**src/ppisl_pkg.sv**
```systemverilog
`timescale 1ns / 1ps
package ppisl_pkg;

  // decoded i/o port numbers
  localparam logic [7:0] PORT_FDC_TC     = 8'hF8;
  localparam logic [7:0] PORT_FDC_STATUS = 8'hFA;
  localparam logic [7:0] PORT_FDC_DATA   = 8'hFB;
  localparam logic [7:0] PORT_A          = 8'hFC;
  localparam logic [7:0] PORT_B          = 8'hFD;
  localparam logic [7:0] PORT_C          = 8'hFE;
  localparam logic [7:0] PORT_CTRL       = 8'hFF;

  localparam logic [7:0]  READ_UNMAPPED   = 8'hFF;
  localparam logic [15:0] LINK_WORD_RESET = 16'hFFFF;
  localparam int          CTRL_MODE_BIT   = 7;

  typedef enum logic {
    ACT_READ  = 1'b0,
    ACT_WRITE = 1'b1
  } action_t;

  typedef enum logic [1:0] {
    FDC_NONE  = 2'd0,
    FDC_READ  = 2'd1,
    FDC_WRITE = 2'd2,
    FDC_TC    = 2'd3
  } fdc_req_t;

  typedef struct packed {
    logic        action;
    logic [7:0]  port_address;
    logic [7:0]  write_data;
    logic [7:0]  fdc_read_data;
    logic [3:0]  fdc_main_status;
    logic [15:0] link_input_word;
  } in_item_t;

  typedef struct packed {
    logic [7:0]  read_data;
    fdc_req_t    fdc_request;
    logic        fdc_port_select;
    logic [15:0] link_word;
    logic        link_send;
  } out_item_t;

  // input stage to decode: a request is held and moves on this cycle
  typedef struct packed {
    logic valid;
    logic advance;
  } stage_ctl_t;

endpackage

```
**src/ppisl_ifs.sv**
```systemverilog
`timescale 1ns / 1ps
interface ppisl_in_if;
  logic        valid;
  logic        ready;
  logic        action;
  logic [7:0]  port_address;
  logic [7:0]  write_data;
  logic [7:0]  fdc_read_data;
  logic [3:0]  fdc_main_status;
  logic [15:0] link_input_word;

  modport source (
    output valid, action, port_address, write_data, fdc_read_data,
           fdc_main_status, link_input_word,
    input  ready
  );
  modport sink (
    input  valid, action, port_address, write_data, fdc_read_data,
           fdc_main_status, link_input_word,
    output ready
  );
endinterface

interface ppisl_out_if;
  logic        valid;
  logic        ready;
  logic [7:0]  read_data;
  logic [1:0]  fdc_request;
  logic        fdc_port_select;
  logic [15:0] link_word;
  logic        link_send;

  modport source (
    output valid, read_data, fdc_request, fdc_port_select, link_word, link_send,
    input  ready
  );
  modport sink (
    input  valid, read_data, fdc_request, fdc_port_select, link_word, link_send,
    output ready
  );
endinterface

```
**src/ppisl_in_stage.sv**
```systemverilog
`timescale 1ns / 1ps
module ppisl_in_stage
  import ppisl_pkg::*;
(
  input  logic       clk,
  input  logic       rst_n,
  input  logic       in_valid,
  output logic       in_ready,
  input  in_item_t   in_item,
  input  logic       slot_free,
  output stage_ctl_t ctl,
  output in_item_t   item
);

  logic     valid_r, valid_nxt;
  in_item_t item_r;
  logic     advance;
  logic     take;

  assign advance   = valid_r && slot_free;
  assign in_ready  = !valid_r || advance;
  assign take      = in_valid && in_ready;
  assign valid_nxt = take || (valid_r && !advance);

  always_ff @(posedge clk) begin
    if (!rst_n) begin
      valid_r <= 1'b0;
    end else begin
      valid_r <= valid_nxt;
    end
  end

  always_ff @(posedge clk) begin
    if (take) begin
      item_r <= in_item;
    end
  end

  assign ctl.valid   = valid_r;
  assign ctl.advance = advance;
  assign item        = item_r;

endmodule

```
**src/ppisl_decode.sv**
```systemverilog
`timescale 1ns / 1ps
module ppisl_decode
  import ppisl_pkg::*;
(
  input  logic       clk,
  input  logic       rst_n,
  input  stage_ctl_t ctl,
  input  in_item_t   item,
  output out_item_t  res
);

  logic [7:0]  port_b_r, port_b_nxt;
  logic [7:0]  port_c_r, port_c_nxt;
  logic [7:0]  ctrl_r, ctrl_nxt;
  logic [15:0] last_sent_r, last_sent_nxt;
  logic        form_link;
  logic [7:0]  bit_mask;
  logic [15:0] word;

  always_comb begin
    port_b_nxt    = port_b_r;
    port_c_nxt    = port_c_r;
    ctrl_nxt      = ctrl_r;
    form_link     = 1'b0;
    bit_mask      = 8'(1) << item.write_data[3:1];
    res           = '0;
    res.fdc_request = FDC_NONE;

    if (item.action == ACT_READ) begin
      res.read_data = READ_UNMAPPED;
      case (item.port_address)
        PORT_FDC_TC: begin
          res.fdc_request = FDC_TC;
        end
        PORT_FDC_STATUS, PORT_FDC_DATA: begin
          res.fdc_request     = FDC_READ;
          res.fdc_port_select = (item.port_address == PORT_FDC_DATA);
          res.read_data       = item.fdc_read_data;
        end
        PORT_A:    res.read_data = item.link_input_word[7:0];
        PORT_C:    res.read_data = {4'h0, item.link_input_word[11:8]};
        PORT_CTRL: res.read_data = ctrl_r;
        default: ;
      endcase
    end else begin
      case (item.port_address)
        PORT_FDC_DATA: begin
          res.fdc_request     = FDC_WRITE;
          res.fdc_port_select = 1'b1;
        end
        PORT_B: begin
          port_b_nxt = item.write_data;
          form_link  = 1'b1;
        end
        PORT_CTRL: begin
          ctrl_nxt = item.write_data;
          if (!item.write_data[CTRL_MODE_BIT]) begin
            // single bit set/reset of port c
            port_c_nxt = item.write_data[0] ? (port_c_r | bit_mask)
                                            : (port_c_r & ~bit_mask);
            form_link  = 1'b1;
          end else begin
            port_c_nxt = '0;
          end
        end
        default: ;
      endcase
    end

    word          = {item.fdc_main_status, port_c_nxt[7:4], port_b_nxt};
    last_sent_nxt = last_sent_r;
    if (form_link) begin
      res.link_word = word;
      res.link_send = (word != last_sent_r);
      last_sent_nxt = word;
    end
  end

  always_ff @(posedge clk) begin
    if (!rst_n) begin
      port_b_r    <= '0;
      port_c_r    <= '0;
      ctrl_r      <= '0;
      last_sent_r <= LINK_WORD_RESET;
    end else if (ctl.advance) begin
      port_b_r    <= port_b_nxt;
      port_c_r    <= port_c_nxt;
      ctrl_r      <= ctrl_nxt;
      last_sent_r <= last_sent_nxt;
    end
  end

  a_read_no_link: assert property (@(posedge clk) disable iff (!rst_n)
    (ctl.advance && item.action == ACT_READ) |-> (!res.link_send && res.link_word == '0))
    else $error("link word formed on a read");

  a_send_differs: assert property (@(posedge clk) disable iff (!rst_n)
    (ctl.advance && res.link_send) |-> (res.link_word != last_sent_r))
    else $error("link send on unchanged word");

  a_send_updates: assert property (@(posedge clk) disable iff (!rst_n)
    (ctl.advance && res.link_send) |=> (last_sent_r == $past(res.link_word)))
    else $error("last sent word not updated");

  a_hold_state: assert property (@(posedge clk) disable iff (!rst_n)
    (rst_n && !ctl.advance) |=> ($stable(port_b_r) && $stable(port_c_r)
                                 && $stable(ctrl_r) && $stable(last_sent_r)))
    else $error("port state changed without a request");

endmodule

```
**src/ppisl_out_stage.sv**
```systemverilog
`timescale 1ns / 1ps
module ppisl_out_stage
  import ppisl_pkg::*;
(
  input  logic       clk,
  input  logic       rst_n,
  input  stage_ctl_t ctl,
  input  out_item_t  res,
  output logic       slot_free,
  output logic       out_valid,
  input  logic       out_ready,
  output out_item_t  out_item
);

  logic      valid_r, valid_nxt;
  out_item_t res_r;

  assign slot_free = !valid_r || out_ready;
  assign valid_nxt = ctl.advance || (valid_r && !out_ready);

  always_ff @(posedge clk) begin
    if (!rst_n) begin
      valid_r <= 1'b0;
    end else begin
      valid_r <= valid_nxt;
    end
  end

  always_ff @(posedge clk) begin
    if (ctl.advance) begin
      res_r <= res;
    end
  end

  assign out_valid = valid_r;
  assign out_item  = res_r;

endmodule

```
**src/ppi_port_bridge_to_shift_link_core.sv**
```systemverilog
`timescale 1ns / 1ps
// parallel-port bridge of the disk unit toward the serial shift link
// in_ch carries one cpu i/o request per transfer: read or write, port number,
// write byte, and the floppy controller read byte, status nibble and the
// sampled input shift word that belong to that access
// out_ch returns one result per request: read byte, floppy controller request
// and register select, and the 16-bit link word with its send flag
// a request is held in the input register, is decoded against the port b,
// port c, control and last-sent registers, and lands in the output register
// once that register is free; out_ch valid rises when the output register
// takes the result
// throughput is one request per cycle while the receiver keeps out_ch ready
// high; the state registers update in the same cycle the request moves to the
// output register, so back-to-back requests see each other's effects in order
// when the receiver stalls, the output register holds its result and the input
// register can still take one more request before in_ch ready drops
// reset clears both stages, port b, port c and the control word, and sets the
// last-sent word to all ones
module ppi_port_bridge_to_shift_link_core
  import ppisl_pkg::*;
(
  input  logic        clk,
  input  logic        rst_n,
  ppisl_in_if.sink    in_ch,
  ppisl_out_if.source out_ch
);

  in_item_t   in_item;
  in_item_t   item;
  stage_ctl_t ctl;
  out_item_t  res;
  out_item_t  out_item;
  logic       slot_free;

  assign in_item.action          = in_ch.action;
  assign in_item.port_address    = in_ch.port_address;
  assign in_item.write_data      = in_ch.write_data;
  assign in_item.fdc_read_data   = in_ch.fdc_read_data;
  assign in_item.fdc_main_status = in_ch.fdc_main_status;
  assign in_item.link_input_word = in_ch.link_input_word;

  ppisl_in_stage u_in_stage (
    .clk       (clk),
    .rst_n     (rst_n),
    .in_valid  (in_ch.valid),
    .in_ready  (in_ch.ready),
    .in_item   (in_item),
    .slot_free (slot_free),
    .ctl       (ctl),
    .item      (item)
  );

  ppisl_decode u_decode (
    .clk   (clk),
    .rst_n (rst_n),
    .ctl   (ctl),
    .item  (item),
    .res   (res)
  );

  ppisl_out_stage u_out_stage (
    .clk       (clk),
    .rst_n     (rst_n),
    .ctl       (ctl),
    .res       (res),
    .slot_free (slot_free),
    .out_valid (out_ch.valid),
    .out_ready (out_ch.ready),
    .out_item  (out_item)
  );

  assign out_ch.read_data       = out_item.read_data;
  assign out_ch.fdc_request     = out_item.fdc_request;
  assign out_ch.fdc_port_select = out_item.fdc_port_select;
  assign out_ch.link_word       = out_item.link_word;
  assign out_ch.link_send       = out_item.link_send;

endmodule

```
**src/flat_wrapper.sv**
```systemverilog
// flat-port wrapper written by rule: the top's interface ports become plain ports
module ppi_port_bridge_to_shift_link_core_flat import ppisl_pkg::*;
  (clk, rst_n, in_ch_valid, in_ch_action, in_ch_port_address, in_ch_write_data, in_ch_fdc_read_data, in_ch_fdc_main_status, in_ch_link_input_word, in_ch_ready, out_ch_valid, out_ch_read_data, out_ch_fdc_request, out_ch_fdc_port_select, out_ch_link_word, out_ch_link_send, out_ch_ready);
  ppisl_in_if in_ch_i ();
  ppisl_out_if out_ch_i ();
  input  logic clk;
  input  logic rst_n;
  input wire logic [$bits(in_ch_i.valid)-1:0] in_ch_valid;
  input wire logic [$bits(in_ch_i.action)-1:0] in_ch_action;
  input wire logic [$bits(in_ch_i.port_address)-1:0] in_ch_port_address;
  input wire logic [$bits(in_ch_i.write_data)-1:0] in_ch_write_data;
  input wire logic [$bits(in_ch_i.fdc_read_data)-1:0] in_ch_fdc_read_data;
  input wire logic [$bits(in_ch_i.fdc_main_status)-1:0] in_ch_fdc_main_status;
  input wire logic [$bits(in_ch_i.link_input_word)-1:0] in_ch_link_input_word;
  output wire logic [$bits(in_ch_i.ready)-1:0] in_ch_ready;
  output wire logic [$bits(out_ch_i.valid)-1:0] out_ch_valid;
  output wire logic [$bits(out_ch_i.read_data)-1:0] out_ch_read_data;
  output wire logic [$bits(out_ch_i.fdc_request)-1:0] out_ch_fdc_request;
  output wire logic [$bits(out_ch_i.fdc_port_select)-1:0] out_ch_fdc_port_select;
  output wire logic [$bits(out_ch_i.link_word)-1:0] out_ch_link_word;
  output wire logic [$bits(out_ch_i.link_send)-1:0] out_ch_link_send;
  input wire logic [$bits(out_ch_i.ready)-1:0] out_ch_ready;
  assign in_ch_i.valid = in_ch_valid;
  assign in_ch_i.action = in_ch_action;
  assign in_ch_i.port_address = in_ch_port_address;
  assign in_ch_i.write_data = in_ch_write_data;
  assign in_ch_i.fdc_read_data = in_ch_fdc_read_data;
  assign in_ch_i.fdc_main_status = in_ch_fdc_main_status;
  assign in_ch_i.link_input_word = in_ch_link_input_word;
  assign in_ch_ready = in_ch_i.ready;
  assign out_ch_valid = out_ch_i.valid;
  assign out_ch_read_data = out_ch_i.read_data;
  assign out_ch_fdc_request = out_ch_i.fdc_request;
  assign out_ch_fdc_port_select = out_ch_i.fdc_port_select;
  assign out_ch_link_word = out_ch_i.link_word;
  assign out_ch_link_send = out_ch_i.link_send;
  assign out_ch_i.ready = out_ch_ready;
  ppi_port_bridge_to_shift_link_core u_core (.clk(clk), .rst_n(rst_n), .in_ch(in_ch_i), .out_ch(out_ch_i));
endmodule
```
**config.mk**
```make
export PLATFORM = sky130hd
export DESIGN_NAME = ppi_port_bridge_to_shift_link_core_flat
export DESIGN_NICKNAME = d
export VERILOG_FILES = /design/src/ppisl_pkg.sv /design/src/ppisl_ifs.sv /design/src/ppisl_in_stage.sv /design/src/ppisl_decode.sv /design/src/ppisl_out_stage.sv /design/src/ppi_port_bridge_to_shift_link_core.sv /design/src/flat_wrapper.sv
export SDC_FILE = /design/constraint.sdc
export NUM_CORES = 1
export LEC_CHECK = 0
export ABC_AREA = 1
export BUFFER_PORTS_ARGS = -buffer_cell sky130_fd_sc_hd__buf_4
export CELL_PAD_IN_SITES_DETAIL_PLACEMENT = 1
export CELL_PAD_IN_SITES_GLOBAL_PLACEMENT = 2
export CORE_MARGIN = 2
export CORE_UTILIZATION = 31
export CTS_CLUSTER_DIAMETER = 100
export DETAILED_ROUTE_END_ITERATION = 8
export PLACE_DENSITY = 0.86
export SYNTH_ARGS = -nofsm -noshare
export SYNTH_HDL_FRONTEND = slang
export SYNTH_SLANG_ARGS = --single-unit
```
**constraint.sdc**
```tcl
create_clock -name clk -period 2.4 [get_ports clk]
set_input_delay 0.6 -clock clk [delete_from_list [all_inputs] [get_ports clk]]
set_output_delay 0.6 -clock clk [all_outputs]
set_load 0.01 [all_outputs]
```
# Word level (Yosys, flattened, before mapping)
# Index checks and enable logic that the tools add are counted.
dict set report word_totals {
  output_inout_bits 30
  wordCells 59
  inputBits 49
  ff_bits 111
}
dict set report classes {
  n_eq_ne 8
  reduce_logical 15
  muxes 14
  n_bitwise 3
  shift 1
}
# operator count
set op_table {}
lappend op_table {{== test 8 bit, second input constant} 7}
lappend op_table {{2-to-1 mux 8 bit} 6}
lappend op_table {{case mux 8 bit (4 select lines)} 1}
lappend op_table {{inequality test 16 bit} 1}
lappend op_table {{AND 8 bit} 1}
lappend op_table {{inverter 8 bit} 1}
lappend op_table {{bitwise OR 8 bit} 1}
lappend op_table {{<< shifter 1 x 3 -> 8 bit, first input constant} 1}
lappend op_table {{2-to-1 mux 3 bit} 2}
lappend op_table {{logical AND 1 bit} 4}
lappend op_table {{logical NOT 1 bit} 4}
lappend op_table {{logical OR 1 bit} 4}
lappend op_table {{case mux 2 bit (2 select lines)} 1}
lappend op_table {{2-to-1 mux 1 bit} 3}
lappend op_table {{AND reduction 3 bit} 1}
lappend op_table {{case mux 1 bit (2 select lines)} 1}
lappend op_table {{AND reduction 2 bit} 1}
lappend op_table {{OR reduction 2 bit} 1}

# Depth between registers and ports, before layout
# Gate-level depths: netlist of the first run.
dict set report logic_depth {
  depth_word 8
  ltp_mapped 14
  depth_no_buf 14
}

# Hierarchy
# Synthesis of the first run repeated with hierarchy kept, for this count alone.
dict set report hier_totals {
  cells_unflattened 489
  area_unflattened_um2 4829.6
}
# module cells_each instances seq_area_each_um2 area_each_um2
set modules_own_cells {}
lappend modules_own_cells {ppisl_decode 399 1 720.7 2517.4}
lappend modules_own_cells {ppisl_in_stage 56 1 1371.3 1425.1}
lappend modules_own_cells {ppisl_out_stage 34 1 860.8 887.1}

# Worst setup path after synthesis of the first run
# Ideal clock, no wire load.
dict set report synth_path {
  path_kind {input to register}
  from {in out_ch_ready}
  to {reg u_core.u_out_stage.res_r, in the netlist u_core.u_out_stage.out_item[0], enable pin}
  arrival_ns 1.960
  path_stages 5
  path_buffers 1
  path_slack_ns 0.037
  required_ns 1.997
  setup_time_ns 0.403
  cell_sequence {inv_1 -> nand2_1 -> nand2_1 -> clkinv_1 -> clkbuf_1}
}
dict set report synth_via {
  elab_chain_cells 2
}
# element line_no
set synth_lines {}
lappend synth_lines {{from (decl)} flat_wrapper.sv:22} ;# input wire logic [$bits(out_ch_i.ready)-1:0] out_ch_ready;
lappend synth_lines {{logical OR 1 bit} ppisl_out_stage.sv:18} ;# assign slot_free = !valid_r || out_ready;
lappend synth_lines {{logical AND 1 bit} ppisl_in_stage.sv:20} ;# assign advance = valid_r && slot_free;
lappend synth_lines {{net u_core.u_in_stage.advance} ppisl_in_stage.sv:17} ;# logic advance;
lappend synth_lines {{to (signal assigned)} ppisl_out_stage.sv:31} ;# res_r <= res;
lappend synth_lines {{to (decl)} ppisl_out_stage.sv:16} ;# out_item_t res_r;
# The timed path passes the listed nets, and every way through them passes these cells.
# A chain may end at the register's enable or synchronous reset.

# Worst setup path after layout of the first run
dict set report layout_path {
  from {reg u_core.u_in_stage.item_r, in the netlist u_core.u_in_stage.item[41]}
  to {reg u_core.u_decode.last_sent_r[0]}
}
dict set report layout_via {
  elab_chain_cells 4
  word_cells_on_any_way 7
  cone_classes {eq/ne (2); mux (4); reduce/logical (1)}
}
# element line_no
set layout_lines {}
lappend layout_lines {{from (decl)} ppisl_in_stage.sv:16} ;# in_item_t item_r;
lappend layout_lines {{from (signal assigned)} ppisl_in_stage.sv:35} ;# item_r <= in_item;
lappend layout_lines {{== test 8 bit} ppisl_decode.sv:46} ;# case (item.port_address)
lappend layout_lines {{case mux 1 bit (2 select lines)} ppisl_decode.sv:46}
lappend layout_lines {{2-to-1 mux 1 bit} ppisl_decode.sv:29} ;# if (item.action == ACT_READ) begin
lappend layout_lines {{AND reduction 2 bit (no source line)} --}
lappend layout_lines {{to (signal assigned)} ppisl_decode.sv:89} ;# last_sent_r <= last_sent_nxt;
lappend layout_lines {{to (decl)} ppisl_decode.sv:15} ;# logic [15:0] last_sent_r, last_sent_nxt;
# Parallel ways exist; a longest one is shown, timed or not.

==> results.cfg, run 1 <==
[outcome]
status = completed

[critical_path]
crit_fanout = 23
worstPathRequired_ns = 2.64
slowest_delay_ns = 0.35
worst-path-buf-inv = 2
start_kind = register
crit_type = reg2reg
crit_end = u_core.u_decode.last_sent_r[0]
critical_path.startpoint = u_core.u_in_stage.item[41]
r2r_start = u_core.u_in_stage.item[41]
reg2regPathDepth = 10
crit_arrival_ns = 2.32
cpLargestDelayFamily = simple AND/OR/NAND/NOR gates
reg2reg_to = u_core.u_decode.last_sent_r[0]
crit_path_top_delay_cell = nor2_2
end_kind = register
cp_num_cells = 10
rrSetupSlack_ns = 0.32
path_cells = nand2_1 -> nor2_2 -> nand3_4 -> nor2_8 -> nor2_4 -> inv_6 -> nand2_2 -> buf_12 -> a21oi_1 -> o21ai_0

[clocking]
clock_latency_ns = 0.36
post-cts-setup-buffers = 0
cts.sinks = 107
cts_resized = 0
cts_buffers = 9
root_buffer = clkbuf_16
h-tree-depth = 3
clk_pin_slew_ns = 0.08
cts_tree = built
postCtsHoldBufs = 0
cts_buffer_depth = 2

[route]
drtIter0Drc = 159
viasPerCell = 4.72
vias = 3433
wl_um = 11000
routedWlPerCell_um = 15.1
ant_nets = 0
dr.pass1.iters = 4
drc = 0

[pwr]
p_leak_nw = 2.48
powerDensity_mw_per_mm2 = 676
vdd_drop_max_uv = 305

[yosys]
synth_top_area_cell = edfxtp_1
synth_cell_types = 32
avgSynthCellArea_um2 = 9.88
synth_top_area_share_pct = 45.8
synth.area.top_cells = edfxtp_1 46%, dfxtp_1 17%, nand2_1 9.3%
postSynth.asyncResetShare_pct = 0
syn_nets = 507
ys.flop_type = edfxtp_1
synth_edf_count = 69
ys_seq_area_share_pct = 62.6
synth_cells = 458
netlist_area_mm2 = 0.00452
yosys_warnings = 0
synth.ff_latch_count = 107

[sta]
hold_slack_ns = 0.407
period_minus_slack_ns = 2.08
worstMarginPinSlew_ns = 0.763
rsz0062_at_grt = false
clock.fmax_mhz = 481
finalHoldViolCount = 0
slew_headroom_pct = 48.9
finalClockSkew_ns = 0.00883
setup_ws_ns = 0.320
setup_tns_ns = 0
drv_slew = 0
fin_crit_sh_pct = 86.6
setup_viol = 0

[floorplan]
start_util_pct = 31.5
placementRows = 44
die_area_mm2 = 0.0156
die_h_um = 125
die_w_um = 125
ios = 79
core_mm2 = 0.0144

[cells_and_area]
layout_commonest_cell = nand2_1
area_delta_synth_final_pct = 23.8
num-nets-final = 587
fin_util_pct = 39.0
drive_above_1_share_pct = 21.5
final_cell_mix = 112 x nand2_1, 81 x buf_4, 69 x edfxtp_1, 65 x inv_1, 38 x dfxtp_1
fin_area_mm2 = 0.00560
diodes = 0

[placement]
hpwl_um = 7970
place_worst_setup_slack_ns = 0.273
io_buffers = 74
place_congestion = 0.768
place_area_mm2 = 0.00531

[global_route]
grt_max_degree = 42
grt_usage_pct = 15.1
grt_overflow = 0
grt_pass1_vias = 3678
grt_pass1_wl_um = 18400
grt_antenna_before_repair = 0

[job]
cap_violations = 0

[min_path]
min_from = in_ch_link_input_word[6]
hold_class = in2reg
-- per-layer routing --
metal,routed length (um),GRT usage (%),vias to the layer above,share of wire [%]
met5,0,0,-,0
met4,294,7.25,0,2.7
met3,319,2.36,20,2.9
met2,5490,25.8,55,50
met1,4910,18.6,1671,45
li1,-,-,1687,-
-- area by class of cell --
type / instances / area, um2
Clock buffer: 9 / 225
Clock inverter: 7 / 60.1
Fill cell: 1627 / 8770
Inverter: 69 / 264
Multi-Input combinational cell: 268 / 1340
Sequential cell: 107 / 2830
Tap cell: 184 / 230
Timing Repair Buffer: 83 / 648
-- through the flow --
step / instances / total power [mW]
6_report: 727 / 3.79
5_1_grt: 727 / 3.92
4_1_cts: 727 / 3.83
3_5_place_dp: 711 / 2.38
3_3_place_gp: 711 / 2.37
2_1_floorplan: 458 / 2.23
-- worst reg2reg max path, cell delays in order, from the launching register on --
cell      delay, ns
edfxtp_1       0.32
nand2_1        0.06
nor2_2         0.35
nand3_4        0.25
nor2_8         0.21
nor2_4         0.12
inv_6          0.11
nand2_2        0.12
buf_12         0.19
a21oi_1        0.14
o21ai_0        0.10
-- worst min path at each step --
| stage | end | slack, ns | cells after the start |
|---|---|---|---|
| 3_3_place_gp | u_core.u_decode.last_sent_r[5] | 0.44 | 2 |
| 5_1_grt | u_core.u_in_stage.item[32] | 0.40 | 1 |
| 2_1_floorplan | u_core.u_decode.last_sent_r[5] | 0.43 | 2 |
| 4_1_cts | u_core.u_in_stage.item[32] | 0.40 | 1 |
| 3_5_place_dp | u_core.u_decode.last_sent_r[5] | 0.46 | 2 |
| 6_report | u_core.u_in_stage.item[6] | 0.41 | 1 |
-- cell usage after synthesis, types with 3 or more instances --
library cell  count
nor2_1           34
a22oi_1           4
nand2_1         112
o21ai_1           3
a41oi_1           8
dfxtp_1          38
nand3_1          23
o21ai_0          24
clkbuf_1          6
o211ai_1          4
nor2_2            3
nand4_1           8
buf_6             4
inv_1            65
a21oi_1          25
xnor2_1           3
o211ai_2          6
edfxtp_1         69
-- sequential cells by signal (all words and copies together), names as in the netlist --
name and cells:
u_core.u_in_stage.valid_r 1, u_core.u_out_stage.out_valid 1, u_core.u_decode.port_b_r 8, u_core.u_decode.port_c_r 4
u_core.u_decode.ctrl_r 8, u_core.u_decode.last_sent_r 16, u_core.u_in_stage.item 41, u_core.u_out_stage.out_item 28
-- logic make-up (layout without fill, tap and decap cells) --
kind of cell	Yosys count	in the layout	share of synthesized area [%]
compound gates	75	75	10.5
simple gates	189	189	18.4
flops	107	107	62.6
xor+xnor	4	4	0.774
buf+inv	83	168	7.80
-- power breakdown --
group | internal [mW] | switching [mW] | leakage (nW)
combinational | 0.113 | 0.152 | 1.37
clock | 0.723 | 0.729 | 0.142
sequential | 2.04 | 0.0348 | 0.970
Note: power is estimated with default switching activity, not from simulation.
==> run 2, diff against run 1 <==
--- a/config.mk
+++ b/config.mk
@@ -10,10 +10,11 @@
 export CELL_PAD_IN_SITES_DETAIL_PLACEMENT = 1
 export CELL_PAD_IN_SITES_GLOBAL_PLACEMENT = 2
 export CORE_MARGIN = 2
-export CORE_UTILIZATION = 31
+export CORE_UTILIZATION = 35
 export CTS_CLUSTER_DIAMETER = 100
 export DETAILED_ROUTE_END_ITERATION = 8
-export PLACE_DENSITY = 0.86
+export PLACE_DENSITY = 0.91
+export SLEW_MARGIN = 20
 export SYNTH_ARGS = -nofsm -noshare
 export SYNTH_HDL_FRONTEND = slang
 export SYNTH_SLANG_ARGS = --single-unit
==> constraint.sdc (replaced) <==
create_clock -name clk -period 2 [get_ports clk]
set_input_delay 0.5 -clock clk [delete_from_list [all_inputs] [get_ports clk]]
set_output_delay 0.5 -clock clk [all_outputs]
set_load 0.01 [all_outputs]
==> run 2 against run 1 <==
  * Power is 21% higher
  * Cell area increased by 4.6%
  * Clock skew rose by 0.0010 ns
  * Critical path depth is 3 higher
  * Hold slack got worse by 0.097 ns
  * Critical endpoint is now u_core.u_out_stage.out_item[0]
  * Highest routed layer unchanged
==> results.cfg, run 2 (synthesis gave the netlist of run 1 again) <==
[outcome]
status = completed

[pwr]
p_leak_nw = 2.61
comb_power_share_pct = 8.0
powerDensity_mw_per_mm2 = 783
vdd_drop_max_uv = 402
p_seq_share_pct = 54.2
switchingPower_mw = 1.11
power.internal_mw = 3.48
swShare_pct = 24.1
p_clk_share_pct = 37.8

[cells_and_area]
regArea_mm2 = 0.00283
largest_register_ffs = 41
diodes = 0
nFillCells = 1492
drive_above_1_share_pct = 26.8
layout_commonest_cell = nand2_1
area_delta_synth_final_pct = 29.5
num-nets-final = 615
fin_area_mm2 = 0.00586
final_cell_mix = 109 x nand2_1, 106 x buf_4, 69 x edfxtp_1, 63 x inv_1, 38 x dfxtp_1
fin_util_pct = 46.4
multiInputGateArea_mm2 = 0.00140

[critical_path]
cp_common_cell = nand2_1
r2r_start = u_core.u_in_stage.item[37]
reg2reg_to = u_core.u_out_stage.out_item[0]
end_kind = register
worstPathRequired_ns = 2.12
crit_fanout = 6
crit_end = u_core.u_out_stage.out_item[0]
crit_type = reg2reg
start_kind = register
crit_path_top_delay_cell = edfxtp_1
reg2regPathDepth = 13
path_cells = inv_2 -> buf_4 -> nand3_4 -> inv_4 -> nand2_1 -> nand2_1 -> nand2_1 -> nand2_1 -> nand2_1 -> inv_1 -> nand3_1 -> nor2_1 -> nor2_1
critical_path.startpoint = u_core.u_in_stage.item[37]
rrSetupSlack_ns = 0.11
slowest_delay_ns = 0.45
crit_arrival_ns = 2.01

[floorplan]
start_util_pct = 35.9
placementRows = 41
ios = 79
core_mm2 = 0.0126
die_w_um = 118
die_area_mm2 = 0.0139
die_h_um = 118

[sta]
clock.fmax_mhz = 530
worstMarginPinSlew_ns = 0.506
setup_viol = 0
setup_ws_ns = 0.114
finalHoldViolCount = 0
fin_crit_sh_pct = 94.3
drv_slew = 0
hold_slack_ns = 0.310
finalClockSkew_ns = 0.00987
slew_headroom_pct = 66.2
setup_tns_ns = 0
period_minus_slack_ns = 1.89
rsz0062_at_grt = true

[route]
routedWlPerCell_um = 15.9
vias = 3593
viasPerCell = 4.84
dr.pass1.iters = 4
drtIter0Drc = 182
ant_nets = 0
drc = 0
wl_um = 11800

[placement]
hpwl_um = 8220
place_congestion = 0.763
io_buffers = 74
place_area_mm2 = 0.00541
place_worst_setup_slack_ns = -0.0269

[clocking]
postCtsHoldBufs = 0
h-tree-depth = 3
root_buffer = clkbuf_16
clk_pin_slew_ns = 0.08
cts_buffers = 9
cts.sinks = 107
clock_latency_ns = 0.36
cts_tree = built
cts_buffer_depth = 2

[global_route]
grt_pass1_wl_um = 18900
grt_usage_pct = 17.3
grt_antenna_before_repair = 0
grt_max_degree = 42
grt_overflow = 0
grt_pass1_vias = 3827

[min_path]
min_from = in_ch_port_address[4]
hold_class = in2reg

[job]
cap_violations = 0
==> run 2: changes by cell type in the layout (fill, tap and decap cells not counted), sizes merged <==
cell    change
buf        +27
clkinv      -1
nand3       +1
clkbuf      +1
==> run 2: area by class of cell <==
cell class | count | area share (%)
inverters | 69 | 4.55
clock buffers | 10 | 3.91
multi-input cells | 269 | 23.9
repair buffers | 110 | 14.6
flip-flops and latches | 107 | 48.3
well taps | 172 | 3.67
clock inverters | 6 | 1.00
==> run 2: critical path, delay by kind of cell (launching register included) <==
family	cells	cell delay [ns]
AND/OR/NAND/NOR	9	0.76
flip-flops	1	0.45
buffers and inverters	4	0.44
==> run 2: timing repair <==
item	in CTS	in global routing
buffers inserted	3	9
gates resized for setup	3	17
cloned	0	1
setup endpoints to repair	5	13
endpoints found under the hold margin	0	0
pin swaps	1	12
==> run 2: how the worst min path moves through the flow <==
stage | to | cells after the start
floorplan | u_core.u_decode.last_sent_r[5] | 2
global placement | u_core.u_decode.last_sent_r[5] | 2
detailed placement | u_core.u_decode.last_sent_r[5] | 2
CTS | u_core.u_in_stage.item[44] | 1
global route | u_core.u_in_stage.item[44] | 1
finish | u_core.u_in_stage.item[40] | 1
==> run 2: power by group through the flow <==
stage                     clock network, mW  registers, mW  logic (mW)
after global routing                   1.86           2.50       0.403
after CTS                              1.78           2.49       0.348
final                                  1.74           2.49       0.368
after floorplan                           0           2.54       0.139
after detailed placement                  0           2.54       0.345
after global placement                    0           2.53       0.328
==> run 2: routing by layer <==
metal	routed length (um)	global-route usage [%]	up-vias
met3	402	2.96	17
met4	238	7.15	0
met1	5150	21.0	1765
met2	6040	30.2	62
met5	0	0	-
li1	-	-	1749
==> run 2: stage by stage <==
| step | total power, mW | instances |
|---|---|---|
| 2_1_floorplan | 2.68 | 458 |
| 3_5_place_dp | 2.88 | 714 |
| 4_1_cts | 4.61 | 733 |
| 3_3_place_gp | 2.86 | 714 |
| 5_1_grt | 4.76 | 743 |
| 6_report | 4.59 | 743 |
